--- src/sv/signed_width_alu_overflow_unit_assert.svh ---
// Assertion macros used by the signed width ALU top level.
// No dependencies.
`ifndef SIGNED_WIDTH_ALU_OVERFLOW_UNIT_ASSERT_SVH
`define SIGNED_WIDTH_ALU_OVERFLOW_UNIT_ASSERT_SVH
// Implication checked on every rising clock edge outside reset.
`define SWA_ASSERT_IMP(label, clk_s, rst_s, ante, cons, msg) \
    label: assert property (@(posedge clk_s) disable iff (!rst_s) (ante) |-> (cons)) \
        else $error(msg);
// Next-cycle implication.
`define SWA_ASSERT_NXT(label, clk_s, rst_s, ante, cons, msg) \
    label: assert property (@(posedge clk_s) disable iff (!rst_s) (ante) |=> (cons)) \
        else $error(msg);
`endif

--- src/sv/swa_pkg.sv ---
// Package for the signed width ALU: payload types, opcodes, constants.
// No dependencies.
package swa_pkg;
    localparam int unsigned DefMaxWidth = 64;

    typedef enum logic [2:0] {
        OP_ADD  = 3'd0,
        OP_SUB  = 3'd1,
        OP_MUL  = 3'd2,
        OP_DIV  = 3'd3,
        OP_FACT = 3'd4
    } op_t;

    typedef struct packed {
        logic [2:0]  operation;
        logic [63:0] operand_a;
        logic [63:0] operand_b;
    } swa_in_t;

    typedef struct packed {
        logic signed [63:0] result;
        logic               overflow;
    } swa_out_t;

    typedef struct packed {
        logic start_mul;
        logic start_div;
    } swa_ctl_t;
endpackage

--- src/sv/swa_muldiv.sv ---
// Shared shift-add multiplier / restoring divider, one bit per cycle.
// Depends on swa_pkg.
module swa_muldiv
    import swa_pkg::*;
(
    input  logic        clk,
    input  logic        rst_n,
    input  swa_ctl_t    ctl,
    input  logic [63:0] x,
    input  logic [63:0] y,
    output logic        done,
    output logic [127:0] prod,
    output logic [63:0] quot
);
    logic [127:0] acc_reg, acc_next;
    logic [63:0]  y_reg, y_next;
    logic [63:0]  q_reg, q_next;
    logic [6:0]   cnt_reg, cnt_next;
    logic         busy_reg, busy_next;
    logic         div_reg, div_next;
    logic         done_reg, done_next;
    logic [64:0]  trial;
    logic [127:0] sh;

    always_comb
    begin
        acc_next  = acc_reg;
        y_next    = y_reg;
        q_next    = q_reg;
        cnt_next  = cnt_reg;
        busy_next = busy_reg;
        div_next  = div_reg;
        done_next = 1'b0;
        // remainder lives in the upper half; next dividend bit enters at bit 64
        sh        = {acc_reg[126:64], q_reg[63], 64'd0};
        trial     = {1'b0, sh[127:64]} - {1'b0, y_reg};
        if (ctl.start_mul || ctl.start_div)
        begin
            busy_next = 1'b1;
            div_next  = ctl.start_div;
            cnt_next  = 7'd0;
            y_next    = y;
            acc_next  = ctl.start_div ? 128'd0 : {64'd0, x};
            q_next    = x;
        end
        else if (busy_reg)
        begin
            if (div_reg)
            begin
                if (!trial[64])
                    acc_next = {trial[63:0], sh[63:0]};
                else
                    acc_next = sh;
                q_next = {q_reg[62:0], ~trial[64]};
            end
            else
            begin
                acc_next = {1'b0, acc_reg[127:65],
                            acc_reg[64] ^ 1'b0, acc_reg[63:1]};
                if (acc_reg[0])
                    acc_next[127:63] = {1'b0, acc_reg[127:64]} + {1'b0, y_reg};
                else
                    acc_next[127:63] = {1'b0, acc_reg[127:64]};
            end
            cnt_next = cnt_reg + 7'd1;
            if (cnt_reg == 7'd63)
            begin
                busy_next = 1'b0;
                done_next = 1'b1;
            end
        end
    end

    always_ff @(posedge clk or negedge rst_n)
    begin
        if (!rst_n)
        begin
            busy_reg <= 1'b0;
            done_reg <= 1'b0;
            div_reg  <= 1'b0;
            cnt_reg  <= 7'd0;
        end
        else
        begin
            busy_reg <= busy_next;
            done_reg <= done_next;
            div_reg  <= div_next;
            cnt_reg  <= cnt_next;
        end
    end

    always_ff @(posedge clk)
    begin
        acc_reg <= acc_next;
        y_reg   <= y_next;
        q_reg   <= q_next;
    end

    assign done = done_reg;
    assign prod = acc_reg;
    assign quot = q_reg;
endmodule

--- src/sv/signed_width_alu_overflow_unit.sv ---
// Top level of the signed width ALU: sequencer and width register.
// Depends on swa_pkg, swa_muldiv and the assertion header.
// Path to result strobe: add/sub go from S_ARITH to S_DONE; mul/div wait in S_MULW/S_DIVW;
// factorial runs one multiply per S_FSTEP/S_FWAIT pass, up to 21 multiplies at 64 bits.
// Throughput: one item at a time; busy drops as the result strobe rises.
// Every multiply and divide goes through the shared bit-serial multiply/divide unit.
// Reset (rst_n low, asynchronous) sets width to MAX_WIDTH and idles the block.
`include "signed_width_alu_overflow_unit_assert.svh"
module signed_width_alu_overflow_unit
    import swa_pkg::*;
#(
    parameter int unsigned MAX_WIDTH = DefMaxWidth
)
(
    input  logic     clk,
    input  logic     rst_n,
    input  logic     start,
    output logic     busy,
    input  swa_in_t  in_item,
    input  logic     cfg_valid,
    output logic     cfg_ready,
    input  logic [6:0] cfg_data,
    output logic     out_strobe,
    output swa_out_t out_item
);
    typedef enum logic [2:0] {S_IDLE, S_ARITH, S_MULW, S_DIVW, S_FSTEP, S_FWAIT, S_DONE} st_t;

    st_t          st_reg;
    logic [6:0]   width_reg;
    logic [6:0]   n;
    logic [63:0]  mask, maxv;
    logic [2:0]   op_reg;
    logic [63:0]  a_reg, b_reg, acc_reg, i_reg;
    logic         neg_reg;
    logic [63:0]  res_reg;
    logic         ovf_reg;
    logic         strobe_reg;
    logic [63:0]  a_s, b_s, ma, mb;
    swa_ctl_t     ctl;
    logic [63:0]  mx, my;
    logic         md_done;
    logic [127:0] prod;
    logic [63:0]  quot;
    logic [63:0]  s_sum, s_dif;
    logic [63:0]  cand;

    function automatic logic [63:0] sext(input logic [63:0] v, input logic [6:0] w);
        logic [63:0] m;
        logic [63:0] lo;
        begin
            m  = (w >= 7'd64) ? {64{1'b1}} : ((64'd1 << w) - 64'd1);
            lo = v & m;
            if (w < 7'd64 && lo[w[5:0] - 6'd1])
                lo = lo | ~m;
            sext = lo;
        end
    endfunction

    always_comb
    begin
        n = width_reg;
        if (n < 7'd2)
            n = 7'd2;
        if ({25'd0, n} > MAX_WIDTH)
            n = MAX_WIDTH[6:0];
        if (n > 7'd64)
            n = 7'd64;
        mask = (n >= 7'd64) ? {64{1'b1}} : ((64'd1 << n) - 64'd1);
        maxv = mask >> 1;
        a_s  = sext(in_item.operand_a, n);
        b_s  = sext(in_item.operand_b, n);
        ma   = a_reg[63] ? -a_reg : a_reg;
        mb   = b_reg[63] ? -b_reg : b_reg;
        s_sum = a_reg + b_reg;
        s_dif = a_reg - b_reg;
        cand  = neg_reg ? -prod[63:0] : prod[63:0];
    end

    always_comb
    begin
        ctl = '0;
        mx  = ma;
        my  = mb;
        if (st_reg == S_ARITH && op_reg == OP_MUL)
            ctl.start_mul = 1'b1;
        if (st_reg == S_ARITH && op_reg == OP_DIV && b_reg != 64'd0)
            ctl.start_div = 1'b1;
        if (st_reg == S_FSTEP)
        begin
            ctl.start_mul = 1'b1;
            mx = acc_reg;
            my = i_reg;
        end
    end

    swa_muldiv u_md (
        .clk  (clk),
        .rst_n(rst_n),
        .ctl  (ctl),
        .x    (mx),
        .y    (my),
        .done (md_done),
        .prod (prod),
        .quot (quot)
    );

    always_ff @(posedge clk or negedge rst_n)
    begin
        if (!rst_n)
        begin
            st_reg     <= S_IDLE;
            width_reg  <= MAX_WIDTH[6:0];
            strobe_reg <= 1'b0;
            op_reg     <= OP_ADD;
            a_reg      <= 64'd0;
            b_reg      <= 64'd0;
            acc_reg    <= 64'd0;
            i_reg      <= 64'd0;
            neg_reg    <= 1'b0;
            res_reg    <= 64'd0;
            ovf_reg    <= 1'b0;
            out_item   <= '0;
        end
        else
        begin
            strobe_reg <= (st_reg == S_DONE);
            if (cfg_valid && cfg_ready)
                width_reg <= cfg_data;
            case (st_reg)
                S_IDLE:
                begin
                    if (start)
                    begin
                        op_reg  <= in_item.operation;
                        a_reg   <= a_s;
                        b_reg   <= b_s;
                        neg_reg <= a_s[63] ^ b_s[63];
                        st_reg  <= S_ARITH;
                    end
                end
                S_ARITH:
                begin
                    case (op_reg)
                        OP_ADD:
                        begin
                            res_reg <= s_sum;
                            ovf_reg <= ((a_reg ^ s_sum) & (b_reg ^ s_sum)) >> 63 != 64'd0
                                       || sext(s_sum, n) != s_sum;
                            st_reg  <= S_DONE;
                        end
                        OP_SUB:
                        begin
                            res_reg <= s_dif;
                            ovf_reg <= ((a_reg ^ b_reg) & (a_reg ^ s_dif)) >> 63 != 64'd0
                                       || sext(s_dif, n) != s_dif;
                            st_reg  <= S_DONE;
                        end
                        OP_MUL:
                            st_reg <= S_MULW;
                        OP_DIV:
                        begin
                            if (b_reg == 64'd0)
                            begin
                                res_reg <= 64'd0;
                                ovf_reg <= 1'b1;
                                st_reg  <= S_DONE;
                            end
                            else
                                st_reg <= S_DIVW;
                        end
                        OP_FACT:
                        begin
                            if (a_reg[63])
                            begin
                                res_reg <= 64'd0;
                                ovf_reg <= 1'b1;
                                st_reg  <= S_DONE;
                            end
                            else if (a_reg == 64'd0)
                            begin
                                res_reg <= 64'd1;
                                ovf_reg <= 1'b0;
                                st_reg  <= S_DONE;
                            end
                            else
                            begin
                                acc_reg <= 64'd1;
                                i_reg   <= 64'd1;
                                neg_reg <= 1'b0;
                                st_reg  <= S_FSTEP;
                            end
                        end
                        default:
                        begin
                            res_reg <= 64'd0;
                            ovf_reg <= 1'b0;
                            st_reg  <= S_DONE;
                        end
                    endcase
                end
                S_MULW:
                begin
                    if (md_done)
                    begin
                        res_reg <= cand;
                        ovf_reg <= prod[127:64] != 64'd0 || prod[63:0] >
                                   ((neg_reg && prod[63:0] != 64'd0) ? maxv + 64'd1 : maxv);
                        st_reg  <= S_DONE;
                    end
                end
                S_DIVW:
                begin
                    if (md_done)
                    begin
                        res_reg <= (neg_reg && quot != 64'd0) ? -quot : quot;
                        ovf_reg <= !(neg_reg && quot != 64'd0) && quot > maxv;
                        st_reg  <= S_DONE;
                    end
                end
                S_FWAIT:
                begin
                    if (md_done)
                    begin
                        acc_reg <= prod[63:0];
                        i_reg   <= i_reg + 64'd1;
                        if (prod[127:64] != 64'd0 || prod[63:0] > maxv)
                        begin
                            res_reg <= prod[63:0];
                            ovf_reg <= 1'b1;
                            st_reg  <= S_DONE;
                        end
                        else if (i_reg + 64'd1 > a_reg)
                        begin
                            res_reg <= prod[63:0];
                            ovf_reg <= 1'b0;
                            st_reg  <= S_DONE;
                        end
                        else
                            st_reg <= S_FSTEP;
                    end
                end
                S_FSTEP:
                    st_reg <= S_FWAIT;
                S_DONE:
                begin
                    out_item.result   <= sext(res_reg, n);
                    out_item.overflow <= ovf_reg;
                    st_reg            <= S_IDLE;
                end
                default:
                    st_reg <= S_IDLE;
            endcase
        end
    end

    assign busy       = (st_reg != S_IDLE);
    assign cfg_ready  = (st_reg == S_IDLE) && !start;
    assign out_strobe = strobe_reg;

    `SWA_ASSERT_NXT(a_busy_after_start, clk, rst_n, start && !busy, busy, "start not taken")
    `SWA_ASSERT_NXT(a_strobe_idle, clk, rst_n, out_strobe && !start, !busy, "busy after result")
    `SWA_ASSERT_IMP(a_strobe_one, clk, rst_n, out_strobe, !$past(out_strobe), "double strobe")
endmodule

--- config.mk ---
export PLATFORM = sky130hd
export DESIGN_NAME = signed_width_alu_overflow_unit
export DESIGN_NICKNAME = d
export VERILOG_FILES = /design/src/sv/swa_pkg.sv /design/src/sv/swa_muldiv.sv /design/src/sv/signed_width_alu_overflow_unit.sv
export VERILOG_INCLUDE_DIRS = /design/src /design/src/sv
export SDC_FILE = /design/constraint.sdc
export NUM_CORES = 2
export LEC_CHECK = 0
export BUFFER_PORTS_ARGS = -buffer_cell sky130_fd_sc_hd__buf_2
export CAP_MARGIN = 20
export CELL_PAD_IN_SITES_DETAIL_PLACEMENT = 1
export CELL_PAD_IN_SITES_GLOBAL_PLACEMENT = 2
export CORE_MARGIN = 2
export CORE_UTILIZATION = 42
export DETAILED_ROUTE_END_ITERATION = 16
export PLACE_DENSITY_LB_ADDON = 0.15
export SYNTH_ARGS = -nofsm -noshare
export SYNTH_HDL_FRONTEND = slang
export SYNTH_SLANG_ARGS = --single-unit
--- constraint.sdc ---
create_clock -name clk -period 25.5 [get_ports clk]
set_input_delay 2.55 -clock clk [delete_from_list [all_inputs] [get_ports clk]]
set_output_delay 2.55 -clock clk [all_outputs]
set_load 0.1 [all_outputs]
Yosys cells after proc, flatten, opt, wreduce, memory -nomap -nowiden
Cells that the tools add are included.
- memories kept: 0
- memory bits (read-only): 0
- bits of input ports: 142
- bits in writable memories: 0
- word-level logic and storage cells: 221
- bits in registers: 667
- bits in latches: 0
- output and inout bits: 68
- multiplexer cells: 92
- reductions and logical operators: 41
- $mul: 0
- add/sub/neg operators: 13
- div/mod/pow operators: 0
- shift operators: 1
- eq/ne operators: 25
- bitwise gates (word level): 19
- $lt $le $gt $ge: 10
- operator list (kind ; number):
    2-to-1 mux 64 bit ; 34
    2-to-1 mux 128 bit ; 4
    AND 64 bit ; 7
    OR 64 bit ; 5
    one-hot mux 64 bit (5 select lines) ; 1
    negation 64 bit ; 4
    one-hot mux 64 bit (2 select lines) ; 2
    one-hot mux 64 bit (4 select lines) ; 1
    nonzero test 64 bit ; 4
    XOR 64 bit ; 4
    > comparator 64 x 63 -> 1 bit ; 2
    > comparator 64 bit ; 2
    logical NOT 64 bit ; 2
    inequality test 64 bit ; 2
    adder 64 x 64 -> 65 bit ; 1
    2-to-1 mux 65 bit ; 1
    subtractor 64 x 64 -> 65 bit ; 1
    adder 63 x 1 -> 64 bit, second input constant ; 1
    adder 64 x 1 -> 64 bit, second input constant ; 1
    adder 64 bit ; 1
    NOT 64 bit ; 1
    left shift 1 x 7 -> 64 bit, first input constant ; 1
    subtractor 64 x 1 -> 64 bit, second input constant ; 1
    subtractor 64 bit ; 1
    other kinds (40) ; 117

Longest topological paths before layout
- depth in word-level cells: 20
- depth in mapped cells: 50

Modules after synthesis
From an unflattened synthesis, not the netlist that was laid out.
- cells, all modules: 9389
- area total of the unflattened synthesis: 70985.6 um^2
- by module, submodules not included (module ; cells each ; area each (um^2) ; seq. area each (um^2) ; times used):
    signed_width_alu_overflow_unit ; 7255 ; 51684.6 ; 10035.9 ; 1
    swa_muldiv ; 2134 ; 19301.0 ; 7937.6 ; 1

Worst setup path after synthesis
Ideal clock, no wire load.
- path kind: reg-to-reg
- start point: reg width_reg[3]
- end point: reg ovf_reg
- cell stages (with the launch flop): 49
- data required time: 25.368 ns
- setup time: 0.132 ns
- path buffers: 11
- slack: 14.385 ns
- clock period less this slack: 11.115 ns
- data arrival time: 10.983 ns
- path through: dfrtp_1 buf_2 clkbuf_1 buf_2 or3_1 o311a_1 inv_1 clkbuf_1 clkbuf_1 clkbuf_1 buf_1 ha_1 clkbuf_1 clkbuf_1 inv_1 nor3_1 inv_1 ha_1 [13 not listed] nor3_1 nand2_1 nor3_1 xnor2_1 ha_1 nand4_1 nor4_1 nand3_1 nor3_1 nand4_1 or3_1 a31oi_1 nand3_1 nor3_1 o211ai_1 a211oi_1 and4_1 o31ai_1
- cells in the longest elaborated chain, start to end: 20
- elaborated cells between the ends (all ways): 49
- ends and longest elaborated chain (element ; line ; text):
    from (decl) ; signed_width_alu_overflow_unit.sv:29 ; logic [6:0] width_reg;
    from (signal assigned) ; signed_width_alu_overflow_unit.sv:112 ; width_reg <= MAX_WIDTH[6:0];
    from (signal assigned) ; signed_width_alu_overflow_unit.sv:128 ; width_reg <= cfg_data;
    less-than comparator 7 x 2 -> 1 bit ; signed_width_alu_overflow_unit.sv:62 ; if (n < 7'd2)
    2-to-1 mux 7 bit (*) ; signed_width_alu_overflow_unit.sv:62 ;
    > comparator 7 bit ; signed_width_alu_overflow_unit.sv:64 ; if ({25'd0, n} > MAX_WIDTH)
    2-to-1 mux 7 bit (*) ; signed_width_alu_overflow_unit.sv:64 ;
    > comparator 7 bit ; signed_width_alu_overflow_unit.sv:66 ; if (n > 7'd64)
    2-to-1 mux 7 bit (*) ; signed_width_alu_overflow_unit.sv:66 ;
    branches (longest 14 deep; another with subtractor 64 x 1 -> 64 bit) ; -- ;
    to (signal assigned) ; signed_width_alu_overflow_unit.sv:147 ; ovf_reg <= ((a_reg ^ s_sum) & (b_reg ^ s_sum)) >> 63 != 64'd0
    to (signal assigned) ; signed_width_alu_overflow_unit.sv:154 ; ovf_reg <= ((a_reg ^ b_reg) & (a_reg ^ s_dif)) >> 63 != 64'd0
    to (signal assigned) ; signed_width_alu_overflow_unit.sv:206 ; ovf_reg <= prod[127:64] != 64'd0 || prod[63:0] >
    to (decl) ; signed_width_alu_overflow_unit.sv:36 ; logic ovf_reg;
Every way passes the cells marked *. The select of a mux whose other input is x is not followed.
A chain may end at the register's enable or synchronous reset.

Final worst setup path
- start point: reg width_reg[2]
- end point: reg ovf_reg
Same word-level chain as after synthesis.

==> flow_summary_export.csv <==
group,metric,value,unit
route,drtAntennaViolNets,0,
route,drcViolationCount,0,
logic_synthesis,synth_top_area_share,14.98,%
setup_path,worst-endpoint-arrival,13.98,ns
global_routing,largest_net_degree_at_the_start_of_global_routing,100,
setup_path,timing.critical_path.required,26.10,ns
logic_synthesis,yosys_warnings,0,
floorplan,die_area,0.1663,mm2
sta,final_period_minus_worst_setup_slack,13.38,ns
logic_synthesis,synthMostInstantiatedCell,"sky130_fd_sc_hd__nand2_1",
sta,timing.final.max_slew_violations,1,
global_routing,first_global_vias,77040,
global_routing,grt_overflow_total,0,
job,maxCapViolations,0,
logic_synthesis,synth.net_count,9588,
layout,drive_gt1_share,9.550,%
setup_path,critical-path-top-delay-family,"simple AND/OR/NAND/NOR gates",
setup_path,timing.critical_path.from,"width_reg[2]",
sta,maxSlewHeadroom,-2.825,%
worst_hold_path,hold_path.startpoint,"out_item[27]",
status,outcome,"complete, but fails checks",
logic_synthesis,synthesis.area_per_instance,7.675,um2
layout,fillers,19920,
sta,setup_viol_count_final,0,
setup_path,critPathCaptureType,"flip-flop",
clock_tree,tritoncts,"built",
sta,post-route-period-util,52.48,%
placed_design,count_of_input_and_output_buffers,209,
clock_tree,cts.sink_count,667,
global_routing,grt_first_pass_wirelength,591500,um
logic_synthesis,syn_area,0.06847,mm2
clock_tree,clkLatencyLatePin,0.75,ns
worst_hold_path,worst_hold_path.endpoint,"out_item[27]",
setup_path,crit_path_max_fanout,52,
global_routing,grt_util_all_layers,49.61,%
route,routed-via-count,79139,
clock_tree,cts_buffer_count,84,
clock_tree,cts_hold_buffers,0,
sta,setup-tns-final,0,ns
sta,clock-skew-final,0.06318,ns
sta,max_clock_freq,74.73,MHz
sta,timing_worst_slew_pin_value,1.542,ns
floorplan,num_rows,148,
status,failing_checks,"slew limit",
route,drt-initial-drc-count,11083,
logic_synthesis,synth-edff-count,256,
floorplan,die_w,407.8,um
clock_tree,clkSlewWorstSetupHoldPaths,0.07,ns
sta,finalHoldViolations,0,
floorplan,top_level_i_o_count,210,
clock_tree,max-clock-path-buffers,3,
clock_tree,ctsResizeCount,0,
layout,regArea,0.01798,mm2
logic_synthesis,synthesis.instances,8921,
logic_synthesis,share_of_flip_flops_with_an_asynchronous_set_or_reset_after_synthesis,61.62,%
route,drt-vias-per-instance,7.015,
placed_design,detailed_place.area,0.07285,mm2
layout,finalInstanceArea,0.07596,mm2
route,first_pass_iters,7,
clock_tree,post_cts.repair.setup_buffers,0,
logic_synthesis,yosys_most_used_dff,"sky130_fd_sc_hd__dfrtp_1",
logic_synthesis,synthDistinctLibCells,96,
worst_hold_path,hold_class,"reg -> reg",
global_routing,number_of_antenna_violations_at_the_first_check_in_global_routing,68,
setup_path,regToRegSetupSlack,12.12,ns
setup_path,cp_slowest_cell,"sky130_fd_sc_hd__nor3_1",
route,routed_wire_length_per_instance,37.92,um
logic_synthesis,synth_area_leaders,"sky130_fd_sc_hd__dfrtp_1, sky130_fd_sc_hd__edfxtp_1, sky130_fd_sc_hd__ha_1, sky130_fd_sc_hd__nand2_1, sky130_fd_sc_hd__o21ai_0",
clock_tree,cts_root_buffer,"sky130_fd_sc_hd__clkbuf_16",
layout,nets,9665,
setup_path,worst_setup_start_kind,"flip-flop",
clock_tree,cts_max_level,3,
sta,rsz_0062_raised_after_global_routing,"false",
sta,final.hold.worst_slack,0.4839,ns
setup_path,critical_path.n_buffers_inverters,5,
setup_path,crit_type,"reg -> reg",
logic_synthesis,synth_top_cells_by_count,"sky130_fd_sc_hd__nand2_1, sky130_fd_sc_hd__o21ai_0, sky130_fd_sc_hd__nor2_1, sky130_fd_sc_hd__a21oi_1, sky130_fd_sc_hd__ha_1",
worst_hold_path,min_delay_path_depth,2,
placed_design,detailedPlacementHpwl,342200,um
layout,synthesis_to_layout_area_growth,10.93,%
placed_design,finalWeightedCongestion,1.152,
logic_synthesis,synthDominantAreaCellType,"sky130_fd_sc_hd__dfrtp_1",
setup_path,worst_r2r_endpoint,"ovf_reg",
floorplan,initial_utilization,42.16,%
layout,area_of_the_multi_input_gates,0.04730,mm2
setup_path,max_stage_delay,0.77,ns
logic_synthesis,yosysSeqAreaShare,26.25,%
setup_path,worst_r2r_startpoint,"width_reg[2]",
floorplan,floorplan.core_area,0.1624,mm2
floorplan,die_y,407.8,um
route,routed_wirelength,427800,um
layout,largest_register_ff_count,128,
setup_path,r2r.worst_path.cells,37,
logic_synthesis,ys_ff_latch,667,
final cells by class:
cell class,count,share of cell area [%]
multi-input cells,7322,62.27
flip-flops and latches,667,23.67
repair buffers,526,4.555
well taps,2175,3.583
clock buffers,110,3.143
inverters,397,1.967
clock inverters,46,0.6869
diodes,38,0.1252
worst min-delay path: cells and delay by family (launching register included):
kind / cells / cell delay [ns]
flops: 1 / 0.34
compound gates: 1 / 0.06
simple gates: 1 / 0.05
worst max path at each step:
| stage | slack, ns | depth (start not counted) | end |
|---|---|---|---|
| 2_1_floorplan | 14.38 | 48 | ovf_reg |
| 3_3_place_gp | 12.95 | 37 | ovf_reg |
| 3_5_place_dp | 12.54 | 37 | ovf_reg |
| 4_1_cts | 12.50 | 37 | ovf_reg |
| 5_1_grt | 11.75 | 37 | ovf_reg |
| 6_report | 12.12 | 37 | ovf_reg |
per-stage QoR:
stage          utilization [%]  setup slack (ns)  cells
3_3_place_gp             44.86             12.95  11073
5_1_grt                  46.75             11.75  11267
2_1_floorplan                -             14.38   8921
6_report                 46.77             12.12  11281
3_5_place_dp             44.86             12.54  11074
4_1_cts                  46.65             12.50  11230
per-layer routing:
metal | wire, um | up-vias | share of wire, % | track usage, %
met5 | 402 | - | 0.094 | 1.121
met4 | 34260 | 32 | 8.0 | 33.35
met3 | 59590 | 1212 | 14 | 19.41
met2 | 169600 | 5314 | 40 | 69.27
met1 | 163900 | 39520 | 38 | 62.60
li1 | - | 33061 | - | -
kinds of logic (layout without fill, tap and decap cells):
family          count (synthesis)  count (layout)  share of synthesized area, %
simple gates                 3103            3103                         21.28
compound gates               2928            2928                         27.43
buf+inv                       932            1079                         5.135
flops                         667             667                         26.25
xor+xnor                      565             565                         7.227
fa+ha+maj                     525             525                         9.637
mux                           201             201                         3.043
other cells                     0              38                             0
placed cells by master, fill, tap and decap left out, types with 165 or more instances in the layout:
master,n
sky130_fd_sc_hd__edfxtp_1,256
sky130_fd_sc_hd__xnor2_1,436
sky130_fd_sc_hd__a31oi_1,165
sky130_fd_sc_hd__nor2_1,641
sky130_fd_sc_hd__ha_1,520
sky130_fd_sc_hd__buf_2,209
sky130_fd_sc_hd__buf_4,306
sky130_fd_sc_hd__inv_1,349
sky130_fd_sc_hd__a21oi_1,610
sky130_fd_sc_hd__o21ai_0,845
sky130_fd_sc_hd__a21o_1,236
sky130_fd_sc_hd__nand3_1,257
sky130_fd_sc_hd__nand2_1,1183
sky130_fd_sc_hd__dfrtp_1,406
sky130_fd_sc_hd__nor3_1,198
Power is left out: the tool's default activity adds up to more than one toggle a clock period on the data nets, which glitch-free logic cannot reach.
